===== src/rtl/rrqs_pkg.sv =====
`timescale 1ns / 1ps
// ----------------------------------------------------------------------------
// rrqs_pkg
// Shared types and constants of the round-robin quantum scheduler.
// ----------------------------------------------------------------------------
package rrqs_pkg;

   // field widths fixed by the command and result formats
   localparam int CMD_W      = 2;
   localparam int TASK_W     = 4;
   localparam int QNT_W      = 16;
   localparam int CNT_OUT_W  = 5;

   // task_req can only name this many tasks
   localparam int TASK_ADDR_MAX = 2 ** TASK_W;

   localparam int               TASK_COUNT_DEF = 16;
   localparam logic [QNT_W-1:0] QUANTUM_RESET  = 16'd20;

   typedef enum logic [CMD_W-1:0] {
      CMD_TICK        = 2'd0,
      CMD_MAKE_READY  = 2'd1,
      CMD_BLOCK       = 2'd2,
      CMD_SET_QUANTUM = 2'd3
   } cmd_type;

   typedef enum logic [1:0] {
      TS_BLOCKED = 2'd0,
      TS_READY   = 2'd1,
      TS_RUNNING = 2'd2
   } status_type;

   typedef struct packed {
      cmd_type            command;
      logic [TASK_W-1:0]  task_req;
      logic [QNT_W-1:0]   quantum_value;
   } req_item_type;

   typedef struct packed {
      logic [TASK_W-1:0]    running_task;
      logic                 switched;
      logic                 refused;
      logic [QNT_W-1:0]     remaining;
      logic [CNT_OUT_W-1:0] ready_count;
   } rsp_item_type;

endpackage


===== src/rtl/rrqs_core.sv =====
`timescale 1ns / 1ps
// ----------------------------------------------------------------------------
// rrqs_core
// Scheduler state (task status, quantum table, ready FIFO, running task and
// tick counter) and the single-pass update for one command.
// ----------------------------------------------------------------------------
module rrqs_core #(
   parameter int TASK_COUNT = rrqs_pkg::TASK_COUNT_DEF
) (
   input  logic                  clock,
   input  logic                  reset,
   input  logic                  fire,
   input  rrqs_pkg::req_item_type item,
   output rrqs_pkg::rsp_item_type result
);
   import rrqs_pkg::*;

   // tasks above what task_req can address never leave the blocked state
   localparam int TASK_SLOTS = (TASK_COUNT < TASK_ADDR_MAX) ? TASK_COUNT : TASK_ADDR_MAX;
   localparam int SLOT_W     = $clog2(TASK_SLOTS);
   localparam int CNT_W      = $clog2(TASK_SLOTS + 1);
   localparam int SUM_W      = SLOT_W + 1;

   status_type        status_ff   [TASK_SLOTS];
   status_type        status_in   [TASK_SLOTS];
   logic [QNT_W-1:0]  quantum_ff  [TASK_SLOTS];
   logic [QNT_W-1:0]  quantum_in  [TASK_SLOTS];
   logic [SLOT_W-1:0] fifo_ff     [TASK_SLOTS];
   logic [SLOT_W-1:0] fifo_in     [TASK_SLOTS];
   logic [SLOT_W-1:0] head_ff, head_in;
   logic [CNT_W-1:0]  count_ff, count_in;
   logic [SLOT_W-1:0] current_ff, current_in;
   logic [QNT_W-1:0]  ticks_ff, ticks_in;
   // copy of quantum_table[current], so the table has one read address
   logic [QNT_W-1:0]  cur_quantum_ff, cur_quantum_in;

   logic              nonempty;
   logic [SLOT_W-1:0] head_task;
   logic [SLOT_W-1:0] next_task;
   logic [QNT_W-1:0]  next_quantum;
   logic [SLOT_W-1:0] head_inc;
   logic [SUM_W-1:0]  tail_sum;
   logic [SUM_W-1:0]  tail_wrap;
   logic [SLOT_W-1:0] tail;
   logic [SLOT_W-1:0] req_slot;
   logic              req_ok;
   logic [QNT_W-1:0]  ticks_dec;
   logic              refused;

   always_comb begin
      nonempty     = (count_ff != '0);
      head_task    = fifo_ff[head_ff];
      next_task    = nonempty ? head_task : '0;
      next_quantum = quantum_ff[next_task];
      head_inc     = (head_ff == SLOT_W'(TASK_SLOTS - 1)) ? '0 : head_ff + 1'b1;
      tail_sum     = SUM_W'(head_ff) + SUM_W'(count_ff);
      tail_wrap    = (tail_sum >= SUM_W'(TASK_SLOTS)) ? tail_sum - SUM_W'(TASK_SLOTS)
                                                      : tail_sum;
      tail         = tail_wrap[SLOT_W-1:0];
      req_slot     = item.task_req[SLOT_W-1:0];
      req_ok       = (32'(item.task_req) < TASK_COUNT);
      ticks_dec    = (ticks_ff == '0) ? '0 : ticks_ff - 1'b1;
   end

   always_comb begin
      status_in      = status_ff;
      quantum_in     = quantum_ff;
      fifo_in        = fifo_ff;
      head_in        = head_ff;
      count_in       = count_ff;
      current_in     = current_ff;
      ticks_in       = ticks_ff;
      cur_quantum_in = cur_quantum_ff;
      refused        = 1'b0;

      case (item.command)
         CMD_TICK: begin
            if (ticks_dec != '0) begin
               ticks_in = ticks_dec;
            end else if (nonempty) begin
               // expiry with work waiting: rotate
               head_in = head_inc;
               if (current_ff != '0) begin
                  fifo_in[tail]         = current_ff;
                  status_in[current_ff] = TS_READY;
               end else begin
                  status_in[0] = TS_BLOCKED;
                  count_in     = count_ff - 1'b1;
               end
               status_in[head_task] = TS_RUNNING;
               current_in           = head_task;
               ticks_in             = next_quantum;
               cur_quantum_in       = next_quantum;
            end else begin
               ticks_in = cur_quantum_ff;
            end
         end
         CMD_MAKE_READY: begin
            if (!req_ok || item.task_req == '0 || status_ff[req_slot] != TS_BLOCKED) begin
               refused = 1'b1;
            end else begin
               fifo_in[tail]       = req_slot;
               count_in            = count_ff + 1'b1;
               status_in[req_slot] = TS_READY;
            end
         end
         CMD_BLOCK: begin
            if (current_ff == '0) begin
               refused = 1'b1;
            end else begin
               status_in[current_ff] = TS_BLOCKED;
               if (nonempty) begin
                  head_in  = head_inc;
                  count_in = count_ff - 1'b1;
               end
               status_in[next_task] = TS_RUNNING;
               current_in           = next_task;
               ticks_in             = next_quantum;
               cur_quantum_in       = next_quantum;
            end
         end
         CMD_SET_QUANTUM: begin
            if (!req_ok || item.quantum_value == '0) begin
               refused = 1'b1;
            end else begin
               quantum_in[req_slot] = item.quantum_value;
               if (req_slot == current_ff) begin
                  cur_quantum_in = item.quantum_value;
               end
            end
         end
         default: begin
            refused = 1'b1;
         end
      endcase

      result.running_task = TASK_W'(current_in);
      result.switched     = (current_in != current_ff);
      result.refused      = refused;
      result.remaining    = ticks_in;
      result.ready_count  = CNT_OUT_W'(count_in);
   end

   always_ff @(posedge clock) begin
      if (reset) begin
         for (int i = 0; i < TASK_SLOTS; i++) begin
            status_ff[i]  <= TS_BLOCKED;
            quantum_ff[i] <= QUANTUM_RESET;
         end
         status_ff[0]   <= TS_RUNNING;
         head_ff        <= '0;
         count_ff       <= '0;
         current_ff     <= '0;
         ticks_ff       <= QUANTUM_RESET;
         cur_quantum_ff <= QUANTUM_RESET;
      end else if (fire) begin
         status_ff      <= status_in;
         quantum_ff     <= quantum_in;
         head_ff        <= head_in;
         count_ff       <= count_in;
         current_ff     <= current_in;
         ticks_ff       <= ticks_in;
         cur_quantum_ff <= cur_quantum_in;
      end
   end

   // FIFO entries are only read once counted
   always_ff @(posedge clock) begin
      if (fire) begin
         fifo_ff <= fifo_in;
      end
   end

   a_count_bound: assert property (@(posedge clock) disable iff (reset)
      count_ff <= CNT_W'(TASK_SLOTS - 1))
      else $error("ready count exceeds non-idle task count");

   a_current_running: assert property (@(posedge clock) disable iff (reset)
      status_ff[current_ff] == TS_RUNNING)
      else $error("running task not marked running");

   a_idle_not_queued: assert property (@(posedge clock) disable iff (reset)
      count_ff != '0 |-> fifo_ff[head_ff] != '0)
      else $error("idle task at FIFO head");

   a_quantum_copy: assert property (@(posedge clock) disable iff (reset)
      cur_quantum_ff == quantum_ff[current_ff])
      else $error("running quantum copy out of sync with table");

   a_refused_holds: assert property (@(posedge clock) disable iff (reset)
      fire && refused |=> $stable(current_ff) && $stable(count_ff) && $stable(ticks_ff)
                          && $stable(head_ff))
      else $error("refused command changed state");

endmodule


===== src/rtl/round_robin_quantum_scheduler.sv =====
`timescale 1ns / 1ps
// ----------------------------------------------------------------------------
// round_robin_quantum_scheduler
// Round-robin time-slice scheduler with an idle task; one result per command.
// ----------------------------------------------------------------------------
//  channel | direction | handshake           | payload
//  req     | in        | req_valid/req_stall | command, task_req, quantum_value
//  rsp     | out       | rsp_valid/rsp_stall | running_task, switched, refused,
//          |           |                     | remaining, ready_count
//
//  One command per cycle sustained while rsp_stall is low; each command goes
//  through the input register, then the state update and result register in
//  the same pass. Reset is synchronous.
//  While rsp_stall is high the result beat holds and one more command is
//  held in the input register, after which req_stall rises.
// ----------------------------------------------------------------------------
module round_robin_quantum_scheduler #(
   parameter int TASK_COUNT = rrqs_pkg::TASK_COUNT_DEF
) (
   input  logic                           clock,
   input  logic                           reset,
   input  logic                           req_valid,
   output logic                           req_stall,
   input  logic [rrqs_pkg::CMD_W-1:0]     req_command,
   input  logic [rrqs_pkg::TASK_W-1:0]    req_task_req,
   input  logic [rrqs_pkg::QNT_W-1:0]     req_quantum_value,
   output logic                           rsp_valid,
   input  logic                           rsp_stall,
   output logic [rrqs_pkg::TASK_W-1:0]    rsp_running_task,
   output logic                           rsp_switched,
   output logic                           rsp_refused,
   output logic [rrqs_pkg::QNT_W-1:0]     rsp_remaining,
   output logic [rrqs_pkg::CNT_OUT_W-1:0] rsp_ready_count
);
   import rrqs_pkg::*;

   req_item_type req_ff, req_in;
   logic         req_valid_ff, req_valid_in;
   rsp_item_type rsp_ff;
   rsp_item_type core_rsp;
   logic         rsp_valid_ff, rsp_valid_in;
   logic         advance;
   logic         fire;
   logic         req_take;

   always_comb begin
      advance   = !rsp_valid_ff || !rsp_stall;
      fire      = req_valid_ff && advance;
      req_stall = req_valid_ff && !advance;
      req_take  = req_valid && !req_stall;

      req_in.command       = cmd_type'(req_command);
      req_in.task_req      = req_task_req;
      req_in.quantum_value = req_quantum_value;

      if (req_take) begin
         req_valid_in = 1'b1;
      end else if (fire) begin
         req_valid_in = 1'b0;
      end else begin
         req_valid_in = req_valid_ff;
      end

      rsp_valid_in = advance ? fire : rsp_valid_ff;
   end

   rrqs_core #(
      .TASK_COUNT (TASK_COUNT)
   ) u_core (
      .clock  (clock),
      .reset  (reset),
      .fire   (fire),
      .item   (req_ff),
      .result (core_rsp)
   );

   always_ff @(posedge clock) begin
      if (reset) begin
         req_valid_ff <= 1'b0;
         rsp_valid_ff <= 1'b0;
      end else begin
         req_valid_ff <= req_valid_in;
         rsp_valid_ff <= rsp_valid_in;
      end
   end

   always_ff @(posedge clock) begin
      if (req_take) begin
         req_ff <= req_in;
      end
      if (fire) begin
         rsp_ff <= core_rsp;
      end
   end

   assign rsp_valid        = rsp_valid_ff;
   assign rsp_running_task = rsp_ff.running_task;
   assign rsp_switched     = rsp_ff.switched;
   assign rsp_refused      = rsp_ff.refused;
   assign rsp_remaining    = rsp_ff.remaining;
   assign rsp_ready_count  = rsp_ff.ready_count;

endmodule


===== config.mk =====
export PLATFORM = sky130hd
export DESIGN_NAME = round_robin_quantum_scheduler
export DESIGN_NICKNAME = d
export VERILOG_FILES = /design/src/rtl/rrqs_pkg.sv /design/src/rtl/rrqs_core.sv /design/src/rtl/round_robin_quantum_scheduler.sv
export SDC_FILE = /design/constraint.sdc
export NUM_CORES = 1
export LEC_CHECK = 0
export BUFFER_PORTS_ARGS = -buffer_cell sky130_fd_sc_hd__buf_2
export CORE_MARGIN = 2
export CORE_UTILIZATION = 32
export CTS_CLUSTER_DIAMETER = 150
export DETAILED_ROUTE_END_ITERATION = 7
export GPL_TIMING_DRIVEN = 0
export PLACE_DENSITY = 0.55
export SYNTH_ARGS = -nofsm -noshare
export SYNTH_HDL_FRONTEND = slang
export SYNTH_HIERARCHICAL = 1
export SYNTH_SLANG_ARGS = --single-unit

===== constraint.sdc =====
create_clock -name clock -period 13.5 [get_ports clock]
set_clock_uncertainty 0.1 [all_clocks]
set_input_delay 1.35 -clock clock [delete_from_list [all_inputs] [get_ports clock]]
set_output_delay 1.35 -clock clock [all_outputs]
set_load 0.005 [all_outputs]

==> metrics.txt <==
status=complete, but fails checks; failing checks=max-capacitance violations, max-slew violations; worst r2r dst=u_core/ticks_ff[10]; chip height=about 270 um; synthesized area=0.0222 mm^2; Pleak=between 0.008 and 0.009 uW; post-route clock period utilization=45.1%; Port Buffer Count=54; Crit path top cell by count=nor2_1; largest net degree at the start of global routing=28; sequential-to-total area share from yosys stat=~45%; post-synth cell types=about 80; gr ovfl total=0; DR DRC count=0; die area=between 0.07 and 0.08 mm^2; critical path's slowest cell=nor4b_2; postcts setup bufs=0; Synthesis Warnings=6; Slew Limit Headroom=-4.98%; main flop type after synthesis=dfxtp_1; fmax=164 MHz; # resized after CTS=0; HP Start=u_core/quantum_ff[83]; hold-critical path depth=2; ys async rst share=0%; Final setup viols=0; Max Cap Viol=1; CP Launch Type=flip-flop; worst reg2reg startpoint=u_core/count_ff[0]; Clock transition at path regs=about 60 ps; TritonRoute pass-1 iters=5; Final Hold Viols=0; ANT nets after route=0; Worst Path Max Fanout=10; core area=0.0686 mm^2; CTS root buf=clkbuf_16; Die Wd=around 270 um; Endpoint, Worst Hold=u_core/quantum_ff[83]; worst-skew pair later-pin latency=630 ps; Clock Path Buffers=3; RSZ-0062 raised after global routing=false; CTS tree=yes; Largest delay share family, worst path=simple AND/OR/NAND/NOR gates; Total GRT Usage=a little over a quarter; Power per Cell Area=between 100 and 150 mW/mm^2; crit-path max cell delay=between 900 and 1000 ps; Tmin final=~6000 ps; Slew @ Worst Pin=around 1600 ps; most frequent cells in the layout=nand2_1, dfxtp_1, a21oi_1; area delta synth->final=14.3%; initial drt markers=3024; initial antenna violation count=1; commonest non-fill, non-tap cell in the layout=nand2_1; IO Count=between 50 and 60; Buf/Inv on CP=3; n_diodes=0; H-tree Lvls=2; Mapped Avg Cell Area=7.95 um^2; final net count=2934; WS Path Type=flip-flop to flip-flop; cts bufs inserted=roughly 50; Syn Nets=approximately 2800; first-pass GRT wire length=around 140000 um; Hold WC Path Type=flip-flop to flip-flop; final WL=a little under 100000 um; clock sink total=about 450; routability cong.=0.957; Max VDD drop=~0.00009 V; Via density=between 5 and 6; initial core utilization=about a third; Final Slew Violations=11; Detail Placement HPWL=about 70000 um; post-DR wirelength/cell=25.1 um; Worst EP required=13920 ps; row count=between 90 and 100; Setup TNS Final=0 ps; Yosys top cell by area=dfxtp_1; synth top area cells=dfxtp_1, edfxtp_1, nand2_1, a21oi_1, nor2_1; cell chain of the critical path=inv_1 > ha_1 > nor4b_2 > nor2_1 > and3_1 > nor2_1 > buf_2 > buf_2 > nor2_1 > nor3_1 > o221ai_1 > o211a_1; share of layout cells above drive strength 1=under 10%; Worst Setup End Kind=flip-flop; EDFF count, synth=113; Post-CTS Hold Buffers=0; FF-to-FF setup slack=around 7400 ps; vias=22481; cells after synthesis=2788; Synth Register Bits=around 450; Non-Filler Instances=3870; R2R cell count=12; fillers=~7000; final worst setup slack=7410 ps; worst slack, placed=7760 ps; CP arrival=roughly 6500 ps; vias in the first global route=about 21000; placed cell count=between 3000 and 4000; share of the synthesized area in the top cell type=around 30%
stage by stage:
step                hold WS [ps]  cell area (um^2)  utilization (%)  power, uW
floorplan                    333             22200                -       1630
global placement             341             23600             34.4       1780
detailed placement           343             23600             34.5       1780
CTS                          351             25300             36.9       3210
global route                 368             25300             36.9       3290
finish                       353             25300             36.9       3210
worst reg2reg max path, stage by stage, from the launching register on:
cell	delay, ps
dfxtp_1	470
inv_1	190
ha_1	250
nor4b_2	980
nor2_1	310
and3_1	290
nor2_1	980
buf_2	580
buf_2	410
nor2_1	130
nor3_1	670
o221ai_1	340
o211a_1	270
cells in the mapped netlist, types with 6 or more instances:
| library cell | instances |
|---|---|
| xnor2_1 | 10 |
| a21o_1 | 19 |
| nor4_1 | 16 |
| nor2b_1 | 8 |
| mux4_2 | 13 |
| o221ai_1 | 21 |
| o2111ai_1 | 30 |
| inv_1 | 50 |
| o21a_1 | 17 |
| nand2_1 | 674 |
| nand3_1 | 65 |
| buf_1 | 13 |
| nor3_1 | 62 |
| a22oi_1 | 19 |
| a222oi_1 | 19 |
| nand2b_1 | 14 |
| nand4_1 | 21 |
| nor2_1 | 226 |
| mux2i_1 | 37 |
| and3_1 | 9 |
| mux2_2 | 7 |
| a31oi_1 | 32 |
| o22ai_1 | 21 |
| ha_1 | 11 |
| o21ai_1 | 22 |
| a211oi_1 | 22 |
| a22o_1 | 6 |
| clkinv_1 | 6 |
| o31ai_1 | 8 |
| a221oi_1 | 18 |
| buf_2 | 23 |
| a21oi_1 | 327 |
| edfxtp_1 | 113 |
| clkbuf_1 | 199 |
| and2_1 | 10 |
| o21ai_0 | 151 |
| o211ai_1 | 29 |
| dfxtp_1 | 333 |
| a311oi_1 | 11 |
| a32oi_1 | 7 |
cells by family after synthesis:
kind of cell | count (synthesis) | synth area share, %
xor+xnor | 15 | 0.593
flops | 446 | 45.4
mux | 58 | 3.42
fa+ha+maj | 12 | 0.711
simple gates | 1136 | 21.5
buf+inv | 296 | 5.28
compound gates | 825 | 23.1
layout make-up:
| cell class | count | area, um^2 | share of cell area, % |
|---|---|---|---|
| Multi-Input combinational cell | 2046 | 11000 | 43.3 |
| Sequential cell | 446 | 10100 | 39.7 |
| Clock buffer | 72 | 1410 | 5.55 |
| Tap cell | 931 | 1160 | 4.60 |
| Buffer | 240 | 960 | 3.79 |
| Timing Repair Buffer | 55 | 290 | 1.15 |
| Clock inverter | 24 | 284 | 1.12 |
| Inverter | 56 | 210 | 0.830 |
layer usage:
| layer | track usage (%) | up-vias | wire length, um |
|---|---|---|---|
| met5 | 0 | - | 11 |
| met4 | 13.3 | 2 | 5100 |
| met3 | 6.11 | 290 | 10100 |
| met2 | 41.9 | 1271 | 42900 |
| met1 | 34.0 | 10812 | 38900 |
| li1 | - | 10106 | - |
how the worst max path moves through the flow:
stage               cells after the start  slack, ps                    end                from
floorplan                               8       8170  u_core/quantum_ff[46]           rsp_stall
global placement                        9       5480  u_core/quantum_ff[41]           rsp_stall
detailed placement                     12       7760    u_core/ticks_ff[10]  u_core/count_ff[1]
CTS                                    12       7740    u_core/ticks_ff[10]  u_core/count_ff[1]
global route                           12       7420    u_core/ticks_ff[14]  u_core/count_ff[1]
finish                                 12       7410    u_core/ticks_ff[10]  u_core/count_ff[0]
sequential cells by signal, summed over array words and instances, names as in the netlist, 4 cells and up:
signal,count
u_core/status_ff,30
u_core/head_ff,4
u_core/quantum_ff,256
req_ff,22
u_core/ticks_ff,16
rsp_running_task,4
u_core/fifo_ff,64
u_core/count_ff,5
u_core/current_ff,4
u_core/cur_quantum_ff,16
rsp_ready_count,5
rsp_remaining,16
power breakdown:
part           switching (uW)  internal [uW]  leakage, uW
registers                13.4           1390      0.00370
logic                     288           85.6      0.00361
clock network             610            825     0.000819
total                     911           2300      0.00814
(Power assumes the default switching activity.)
